File: src/days_until_date_top_assert.svh
// Assertion macros for the days_until_date top level.
// Needs clk and arst_n in the scope where a macro is used.
`ifndef DAYS_UNTIL_DATE_TOP_ASSERT_SVH
`define DAYS_UNTIL_DATE_TOP_ASSERT_SVH
`ifndef SYNTHESIS
`define DUD_ASSERT_SAME(lbl, ante, cons) \
	lbl: assert property (@(posedge clk) disable iff (!arst_n) (ante) |-> (cons)) \
		else $error("days_until_date: assertion failed");
`define DUD_ASSERT_NEXT(lbl, ante, cons) \
	lbl: assert property (@(posedge clk) disable iff (!arst_n) (ante) |=> (cons)) \
		else $error("days_until_date: assertion failed");
`else
`define DUD_ASSERT_SAME(lbl, ante, cons)
`define DUD_ASSERT_NEXT(lbl, ante, cons)
`endif
`endif

File: src/dud_pkg.sv
// Shared types, constants and calendar tables for the day counter.
// No dependencies.
package dud_pkg;

	localparam int YEAR_W  = 12;
	localparam int MONTH_W = 4;
	localparam int DAY_W   = 5;
	localparam int DAYS_W  = 22;

	localparam logic [YEAR_W+1:0] MAX_YEAR = 14'd4095;
	localparam int DAYS_PER_YEAR = 365;

	// floor(y / 100) as (y * RECIP_100) >> RECIP_SHIFT, exact for 12-bit years
	localparam int RECIP_SHIFT = 19;
	localparam int RECIP_100   = (1 << RECIP_SHIFT) / 100 + 1;
	localparam int RECIP_W     = 13;
	localparam int PROD_W      = YEAR_W + RECIP_W;
	localparam int CENT_W      = PROD_W - RECIP_SHIFT;
	localparam int QUAD_W      = CENT_W - 2;

	typedef struct packed {
		logic [YEAR_W-1:0]  due_year;
		logic [MONTH_W-1:0] due_month;
		logic [DAY_W-1:0]   due_day;
		logic               final_item;
	} due_item_t;

	typedef struct packed {
		logic signed [DAYS_W-1:0] days_left;
		logic                     date_ok;
		logic                     final_result;
	} result_item_t;

	typedef struct packed {
		logic load_prod;
		logic load_frac;
	} year_ctrl_t;

	typedef struct packed {
		logic [CENT_W-1:0] c100;
		logic [QUAD_W-1:0] c400;
		logic              leap;
	} year_info_t;

	function automatic logic [8:0] days_before(input logic [MONTH_W-1:0] mi);
		logic [8:0] n;
		case (mi)
			4'd0:    n = 9'd0;
			4'd1:    n = 9'd31;
			4'd2:    n = 9'd59;
			4'd3:    n = 9'd90;
			4'd4:    n = 9'd120;
			4'd5:    n = 9'd151;
			4'd6:    n = 9'd181;
			4'd7:    n = 9'd212;
			4'd8:    n = 9'd243;
			4'd9:    n = 9'd273;
			4'd10:   n = 9'd304;
			4'd11:   n = 9'd334;
			default: n = 9'd0;
		endcase
		return n;
	endfunction

	function automatic logic [DAY_W-1:0] month_len(input logic [MONTH_W-1:0] m,
			input logic leap);
		logic [DAY_W-1:0] n;
		case (m)
			4'd2:    n = leap ? 5'd29 : 5'd28;
			4'd4:    n = 5'd30;
			4'd6:    n = 5'd30;
			4'd9:    n = 5'd30;
			4'd11:   n = 5'd30;
			default: n = 5'd31;
		endcase
		return n;
	endfunction

	// month 0 counts as January, above 12 as December
	function automatic logic [MONTH_W-1:0] month_index(input logic [MONTH_W-1:0] m);
		logic [MONTH_W-1:0] mi;
		if (m == '0)
			mi = '0;
		else if (m > 4'd12)
			mi = 4'd11;
		else
			mi = m - 4'd1;
		return mi;
	endfunction

endpackage

File: src/dud_if.sv
// Valid/ready channels for deadline words in and day-count words out.
// Depends on dud_pkg for the payload types.
interface dud_req_if import dud_pkg::*; ();
	logic      valid;
	logic      ready;
	due_item_t data;
	modport source(output valid, output data, input ready);
	modport sink(input valid, input data, output ready);
endinterface

interface dud_rsp_if import dud_pkg::*; ();
	logic         valid;
	logic         ready;
	result_item_t data;
	modport source(output valid, output data, input ready);
	modport sink(input valid, input data, output ready);
endinterface

File: src/dud_year_unit.sv
// Century and leap figures for one year: ceil(y/100), ceil(y/400), leap flag.
// Two steps: reciprocal multiply, then remainder check. Depends on dud_pkg.
module dud_year_unit import dud_pkg::*; (
	input  logic              clk,
	input  year_ctrl_t        ctrl,
	input  logic [YEAR_W-1:0] year,
	output year_info_t        info
);

	logic [PROD_W-1:0] prod_q;
	logic [CENT_W-1:0] f100;
	logic [YEAR_W-1:0] hundreds;
	logic              rem_zero;
	logic [CENT_W-1:0] c100;
	logic [CENT_W-1:0] c400_sum;
	year_info_t        info_q;

	always_ff @(posedge clk) begin
		if (ctrl.load_prod)
			prod_q <= PROD_W'(year) * PROD_W'(RECIP_100);
	end

	assign f100     = prod_q[PROD_W-1:RECIP_SHIFT];
	assign hundreds = YEAR_W'(f100) * YEAR_W'(100);
	assign rem_zero = (year == hundreds);
	assign c100     = f100 + CENT_W'(!rem_zero);
	// ceil(y/400) = ceil(ceil(y/100)/4)
	assign c400_sum = c100 + CENT_W'(3);

	always_ff @(posedge clk) begin
		if (ctrl.load_frac) begin
			info_q.c100 <= c100;
			info_q.c400 <= c400_sum[CENT_W-1:2];
			info_q.leap <= (year[1:0] == 2'b00) && (!rem_zero || (f100[1:0] == 2'b00));
		end
	end

	assign info = info_q;

endmodule

File: src/days_until_date_top.sv
// Signed Gregorian day count from the programmed current date to a deadline.
// Takes a new deadline word only when idle, once the last result word is loaded into the output register.
// The sequencer runs eight steps per date (today, then the deadline) through one
// shared add/subtract accumulator and one reciprocal multiplier for the centuries.
// Reset (arst_n low, asynchronous): idle, no result pending, today = 2024-01-01.
// Depends on dud_pkg, dud_if, dud_year_unit and days_until_date_top_assert.svh.
`include "days_until_date_top_assert.svh"
module days_until_date_top import dud_pkg::*; (
	input  logic              clk,
	input  logic              arst_n,
	input  logic              cfg_we,
	input  logic [1:0]        cfg_idx,
	input  logic [YEAR_W-1:0] cfg_wdata,
	dud_req_if.sink           req,
	dud_rsp_if.source         rsp
);

	localparam logic [1:0] REG_TODAY_YEAR  = 2'd0;
	localparam logic [1:0] REG_TODAY_MONTH = 2'd1;
	localparam logic [1:0] REG_TODAY_DAY   = 2'd2;

	localparam logic [3:0] ST_IDLE = 4'd0;
	localparam logic [3:0] ST_DIV  = 4'd1;
	localparam logic [3:0] ST_FRAC = 4'd2;
	localparam logic [3:0] ST_YR   = 4'd3;
	localparam logic [3:0] ST_Q4   = 4'd4;
	localparam logic [3:0] ST_C100 = 4'd5;
	localparam logic [3:0] ST_C400 = 4'd6;
	localparam logic [3:0] ST_MON  = 4'd7;
	localparam logic [3:0] ST_DAY  = 4'd8;
	localparam logic [3:0] ST_DONE = 4'd9;

	logic [YEAR_W-1:0]  today_year_q;
	logic [MONTH_W-1:0] today_month_q;
	logic [DAY_W-1:0]   today_day_q;

	logic [3:0]         state_q;
	logic               sel_q;
	due_item_t          due_q;
	logic signed [DAYS_W-1:0] acc_q;
	logic               rsp_valid_q;
	result_item_t       rsp_data_q;

	logic [YEAR_W-1:0]  cur_year;
	logic [MONTH_W-1:0] cur_month;
	logic [DAY_W-1:0]   cur_day;
	logic [MONTH_W-1:0] mi;
	logic [YEAR_W:0]    q4_sum;
	logic signed [DAYS_W-1:0] op;
	logic signed [DAYS_W-1:0] acc_next;
	logic               sub;
	logic               accept;
	logic               load_rsp;
	logic               date_ok;
	year_ctrl_t         yctrl;
	year_info_t         yinfo;

	assign accept   = req.valid && req.ready;
	assign load_rsp = (state_q == ST_DONE) && (!rsp_valid_q || rsp.ready);

	assign cur_year  = sel_q ? due_q.due_year  : today_year_q;
	assign cur_month = sel_q ? due_q.due_month : today_month_q;
	assign cur_day   = sel_q ? due_q.due_day   : today_day_q;
	assign mi        = month_index(cur_month);
	assign q4_sum    = {1'b0, cur_year} + (YEAR_W+1)'(3);

	assign yctrl.load_prod = (state_q == ST_DIV);
	assign yctrl.load_frac = (state_q == ST_FRAC);

	dud_year_unit u_year (
		.clk  (clk),
		.ctrl (yctrl),
		.year (cur_year),
		.info (yinfo)
	);

	// one term of the serial day number per step
	always_comb begin
		case (state_q)
			ST_YR:   op = DAYS_W'(cur_year) * DAYS_W'(DAYS_PER_YEAR);
			ST_Q4:   op = DAYS_W'(q4_sum[YEAR_W:2]);
			ST_C100: op = DAYS_W'(yinfo.c100);
			ST_C400: op = DAYS_W'(yinfo.c400);
			ST_MON:  op = DAYS_W'(days_before(mi)) + DAYS_W'((mi >= 4'd2) && yinfo.leap);
			ST_DAY:  op = DAYS_W'(cur_day);
			default: op = '0;
		endcase
	end

	// today's terms are subtracted; the century term flips sign
	assign sub      = (state_q == ST_C100) ^ !sel_q;
	assign acc_next = sub ? acc_q - op : acc_q + op;

	assign date_ok = ({2'b00, due_q.due_year} <= MAX_YEAR)
		&& (due_q.due_month != '0) && (due_q.due_month <= 4'd12)
		&& (due_q.due_day != '0)
		&& (due_q.due_day <= month_len(due_q.due_month, yinfo.leap));

	always_ff @(posedge clk or negedge arst_n) begin
		if (!arst_n) begin
			today_year_q  <= 12'd2024;
			today_month_q <= 4'd1;
			today_day_q   <= 5'd1;
		end else if (cfg_we) begin
			case (cfg_idx)
				REG_TODAY_YEAR:  today_year_q  <= cfg_wdata;
				REG_TODAY_MONTH: today_month_q <= cfg_wdata[MONTH_W-1:0];
				REG_TODAY_DAY:   today_day_q   <= cfg_wdata[DAY_W-1:0];
				default: ;
			endcase
		end
	end

	always_ff @(posedge clk or negedge arst_n) begin
		if (!arst_n) begin
			state_q <= ST_IDLE;
			sel_q   <= 1'b0;
		end else begin
			case (state_q)
				ST_IDLE: begin
					if (accept) begin
						state_q <= ST_DIV;
						sel_q   <= 1'b0;
					end
				end
				ST_DIV:  state_q <= ST_FRAC;
				ST_FRAC: state_q <= ST_YR;
				ST_YR:   state_q <= ST_Q4;
				ST_Q4:   state_q <= ST_C100;
				ST_C100: state_q <= ST_C400;
				ST_C400: state_q <= ST_MON;
				ST_MON:  state_q <= ST_DAY;
				ST_DAY: begin
					if (sel_q) begin
						state_q <= ST_DONE;
					end else begin
						sel_q   <= 1'b1;
						state_q <= ST_DIV;
					end
				end
				ST_DONE: begin
					if (load_rsp)
						state_q <= ST_IDLE;
				end
				default: state_q <= ST_IDLE;
			endcase
		end
	end

	always_ff @(posedge clk) begin
		if (accept) begin
			due_q <= req.data;
			acc_q <= '0;
		end else if (state_q >= ST_YR && state_q <= ST_DAY) begin
			acc_q <= acc_next;
		end
	end

	// output register: hold the word until taken
	always_ff @(posedge clk or negedge arst_n) begin
		if (!arst_n)
			rsp_valid_q <= 1'b0;
		else if (load_rsp)
			rsp_valid_q <= 1'b1;
		else if (rsp.ready)
			rsp_valid_q <= 1'b0;
	end

	always_ff @(posedge clk) begin
		if (load_rsp) begin
			rsp_data_q.days_left    <= date_ok ? acc_q : '0;
			rsp_data_q.date_ok      <= date_ok;
			rsp_data_q.final_result <= due_q.final_item;
		end
	end

	assign req.ready = (state_q == ST_IDLE);
	assign rsp.valid = rsp_valid_q;
	assign rsp.data  = rsp_data_q;

	`DUD_ASSERT_NEXT(a_busy_after_accept, req.valid && req.ready, !req.ready)
	`DUD_ASSERT_SAME(a_bad_date_zero, rsp.valid && !rsp.data.date_ok, rsp.data.days_left == '0)
	`DUD_ASSERT_NEXT(a_load_from_done, !rsp.valid, !rsp.valid || $past(state_q == ST_DONE))

endmodule
File: src/flat_wrapper.sv
// flat-port wrapper written by rule: the top's interface ports become plain ports
module days_until_date_top_flat import dud_pkg::*;
  (clk, arst_n, cfg_we, cfg_idx, cfg_wdata, req_valid, req_data, req_ready, rsp_valid, rsp_data, rsp_ready);
  dud_req_if req_i ();
  dud_rsp_if rsp_i ();
  input  logic clk;
  input  logic arst_n;
  input  logic cfg_we;
  input  logic [1:0] cfg_idx;
  input  logic [YEAR_W-1:0] cfg_wdata;
  input wire logic [$bits(req_i.valid)-1:0] req_valid;
  input wire logic [$bits(req_i.data)-1:0] req_data;
  output wire logic [$bits(req_i.ready)-1:0] req_ready;
  output wire logic [$bits(rsp_i.valid)-1:0] rsp_valid;
  output wire logic [$bits(rsp_i.data)-1:0] rsp_data;
  input wire logic [$bits(rsp_i.ready)-1:0] rsp_ready;
  assign req_i.valid = req_valid;
  assign req_i.data = req_data;
  assign req_ready = req_i.ready;
  assign rsp_valid = rsp_i.valid;
  assign rsp_data = rsp_i.data;
  assign rsp_i.ready = rsp_ready;
  days_until_date_top u_core (.clk(clk), .arst_n(arst_n), .cfg_we(cfg_we), .cfg_idx(cfg_idx), .cfg_wdata(cfg_wdata), .req(req_i), .rsp(rsp_i));
endmodule
File: config.mk
export PLATFORM = sky130hd
export DESIGN_NAME = days_until_date_top_flat
export DESIGN_NICKNAME = d
export VERILOG_FILES = /design/src/dud_pkg.sv /design/src/dud_if.sv /design/src/dud_year_unit.sv /design/src/days_until_date_top.sv /design/src/flat_wrapper.sv
export VERILOG_INCLUDE_DIRS = /design/src /design/src/src
export SDC_FILE = /design/constraint.sdc
export NUM_CORES = 1
export LEC_CHECK = 0
export ABC_AREA = 0
export BUFFER_PORTS_ARGS = -buffer_cell sky130_fd_sc_hd__buf_2
export CAP_MARGIN = 20
export CELL_PAD_IN_SITES_DETAIL_PLACEMENT = 0
export CELL_PAD_IN_SITES_GLOBAL_PLACEMENT = 2
export CORE_MARGIN = 1.5
export CORE_UTILIZATION = 44
export CTS_CLUSTER_SIZE = 24
export DETAILED_ROUTE_END_ITERATION = 8
export HOLD_SLACK_MARGIN = 0.03
export PLACE_DENSITY = 0.95
export SLEW_MARGIN = 10
export SYNTH_ARGS = -nofsm -noshare
export SYNTH_HDL_FRONTEND = slang
export SYNTH_SLANG_ARGS = --single-unit
File: constraint.sdc
create_clock -name clk -period 18.05 [get_ports clk]
set_input_delay 2.7075 -clock clk [delete_from_list [all_inputs] [get_ports clk]]
set_output_delay 2.7075 -clock clk [all_outputs]
set_load 0.1 [all_outputs]
==> flow_metrics.env <==
export IMPL_grt_pass1_wl_um=48600
export IMPL_root_buffer="clkbuf_16"
export IMPL_synth_edf_count=63
export IMPL_critPathSlowestCell="dfrtp_2"
export IMPL_synth_fa_ha_area_share_pct=30.3
export IMPL_io_buffers=66
export IMPL_grt_overflow=0
export IMPL_post_synth_xor_area_fraction_pct=6.43
export IMPL_path_clk_slew_ps=80
export IMPL_cp_max_fo=41
export IMPL_start_kind="flop"
export IMPL_yosys_area_top_type_share_pct=18.1
export IMPL_synth_compound_area_share_pct=13.2
export IMPL_slew_headroom_pct=26.6
export IMPL_yosysWarnings=0
export IMPL_grt_setup_unrepaired="false"
export IMPL_cap_violations=0
export IMPL_vias=9325
export IMPL_syn_nets=1615
export IMPL_clock_skew_ps=11.0
export IMPL_crit_required_ps=18290
export IMPL_synth_top_family_by_area="adder cells"
export IMPL_finalCritPeriodShare_pct=51.5
export IMPL_muxShareOfSynthArea_pct=4.05
export IMPL_layout_nets=1670
export IMPL_worst_path_buf_inv=3
export IMPL_cts_tree="built"
export IMPL_hold_worst_slack_ps=442
export IMPL_synth_simple_area_share_pct=14.5
export IMPL_grt_max_degree=42
export IMPL_place_congestion=0.915
export IMPL_die_area_um2=29200
export IMPL_yosys_area_top_type="ha_1"
export IMPL_syn_area_um2=12400
export IMPL_hold_buffers=0
export IMPL_reg2reg_from="u_core.sel_q"
export IMPL_setup_viol=0
export IMPL_die_w_um=171
export IMPL_synth_area_top_cells="ha_1, edfxtp_1, fa_1"
export IMPL_cts_buffers=9
export IMPL_ys_top_cells_by_count="inv_1, ha_1, nand2_1"
export IMPL_r2r_slack_ps=8750
export IMPL_critPathTopFamily="compound AO/OA/AOI/OAI gates"
export IMPL_cts_resized=0
export IMPL_htreeDepth=3
export IMPL_first_global_vias=9563
export IMPL_cp_end_kind="flop"
export IMPL_fin_ws_ps=8750
export IMPL_crit_arrival_ps=9540
export IMPL_crit_top_cell="ha_1"
export IMPL_ant_nets=0
export IMPL_cts_setup_buffers=0
export IMPL_first_pass_iters=7
export IMPL_ys_types=86
export IMPL_seq_area_frac_synth_pct=24.4
export IMPL_r2r_end="u_core.acc_q[21]"
export IMPL_num_rows=61
export IMPL_clock_path_buffers=2
export IMPL_cts_sinks=112
export IMPL_dp_worst_setup_slack_ps=8780
export IMPL_path_depth=31
export IMPL_synth_async_sr_flop_share_pct=24.1
export IMPL_worstSetupPathType="reg -> reg"
export IMPL_wl_per_cell_um=16.7
export IMPL_ys_seq_elements=112
export IMPL_drc=0
export IMPL_hold_violations=0
export IMPL_hold_class="reg -> reg"
export IMPL_clk_latency_ps=360
export IMPL_drv_slew=0
export IMPL_drt_iter0_drc=629
export IMPL_synthFlopType="edfxtp_1"
export IMPL_fmax_ghz=0.108
export IMPL_wirelength_um=29300
export IMPL_io_pins=67
export IMPL_min_period_ps=9300
export IMPL_critical_path_max_stage_delay_ps=990
export IMPL_outcome="finished clean"
export IMPL_fin_cells=1757
export IMPL_die_y_um=171
export IMPL_via_per_inst=5.31
export IMPL_drive_gt1_share_pct=11.2
export IMPL_layout_area_overhead_vs_synth_pct=8.69
export IMPL_dp_cells=1740
export IMPL_diodes=0
export IMPL_hpwl_um=24100
export IMPL_grt_util_all_layers_pct=21.2
export IMPL_setup_tns_ps=0
export IMPL_crit_end="u_core.acc_q[21]"
export IMPL_tightest_slew_ps=1090
export IMPL_start_util_pct=44.6
export IMPL_synth_most_common_cell="inv_1"
export IMPL_syn_instance_count=1319
export IMPL_crit_start="u_core.sel_q"
export IMPL_r2r_cells=31
export IMPL_antenna_found_initial=0
export IMPL_core_area_um2=27800
export IMPL_avgSynthCellArea_um2=9.40
[state kept, by name (all words and copies together) (netlist names)]
signal / cells
u_core.sel_q: 1
u_core.today_month_q: 4
u_core.rsp.valid: 1
u_core.acc_q: 22
u_core.today_year_q: 12
u_core.rsp.data: 24
u_core.state_q: 4
u_core.u_year.prod_q: 6
u_core.today_day_q: 5
u_core.due_q: 22
u_core.u_year.info: 11
[area by class of cell]
type	count	area [um^2]
Inverter	198	743
Tap cell	378	473
Fill cell	2698	14300
Clock buffer	10	229
Sequential cell	112	3020
Multi-Input combinational cell	977	8500
Timing Repair Buffer	76	403
Clock inverter	6	97.6
[worst min-delay path by stage]
| stage | start | to | slack, ps | depth (start not counted) |
|---|---|---|---|---|
| final | u_core.due_q[0] | u_core.rsp.data[0] | 440 | 0 |
| after detailed placement | u_core.due_q[0] | u_core.rsp.data[0] | 420 | 0 |
| after floorplan | u_core.due_q[0] | u_core.rsp.data[0] | 400 | 0 |
| after global routing | u_core.due_q[0] | u_core.rsp.data[0] | 450 | 0 |
| after global placement | u_core.due_q[0] | u_core.rsp.data[0] | 420 | 0 |
| after CTS | u_core.due_q[0] | u_core.rsp.data[0] | 450 | 0 |
[metal layers]
layer / vias up / wire [um] / global-route usage, %
met4: 0 / 745 / 6.75
met5: - / 0 / 0
li1: 4685 / - / -
met3: 48 / 863 / 2.36
met2: 164 / 13600 / 35.5
met1: 4428 / 14000 / 28.7
[through the flow]
| step | utilization (%) | area (um^2) |
|---|---|---|
| after floorplan | - | 12400 |
| after global placement | 47.3 | 13100 |
| after detailed placement | 47.3 | 13100 |
| after CTS | 48.5 | 13500 |
| after global routing | 48.5 | 13500 |
| final | 48.5 | 13500 |
[cell families (layout without fill, tap and decap cells)]
family / after synthesis / count (layout)
compound gates: 245 / 245
xor+xnor: 91 / 91
fa+ha+maj: 255 / 255
buf+inv: 230 / 290
flops: 112 / 112
mux: 46 / 46
simple gates: 340 / 340
[worst register-to-register path, delay by kind of cell, from the launching register on]
| kind | cells | cell delay [ps] |
|---|---|---|
| fa+ha+maj | 6 | 2490 |
| xor+xnor | 1 | 240 |
| compound gates | 14 | 2580 |
| flops | 1 | 990 |
| buf+inv | 3 | 530 |
| mux | 1 | 750 |
| simple gates | 6 | 1580 |
[placed cells by master (no fill, tap or decap), drive strengths merged, types with 7 or more instances in the layout]
cell type,n
inv,201
ha,179
nand2,94
fa,76
buf,75
a21oi,70
edfxtp,63
nor2,62
xnor2,52
o21ai,47
xor2,39
and2,30
nand3,27
mux2,27
nor3,24
dfxtp,22
a21o,20
mux2i,19
dfrtp,18
or3,17
nor4,15
nor2b,13
nand2b,13
a211oi,13
o21a,12
clkbuf,11
dfstp,9
o211ai,9
a31oi,7
nand4,7
Power is left out: the tool's default activity adds up to more than one toggle a clock period on the data nets, which glitch-free logic cannot reach.
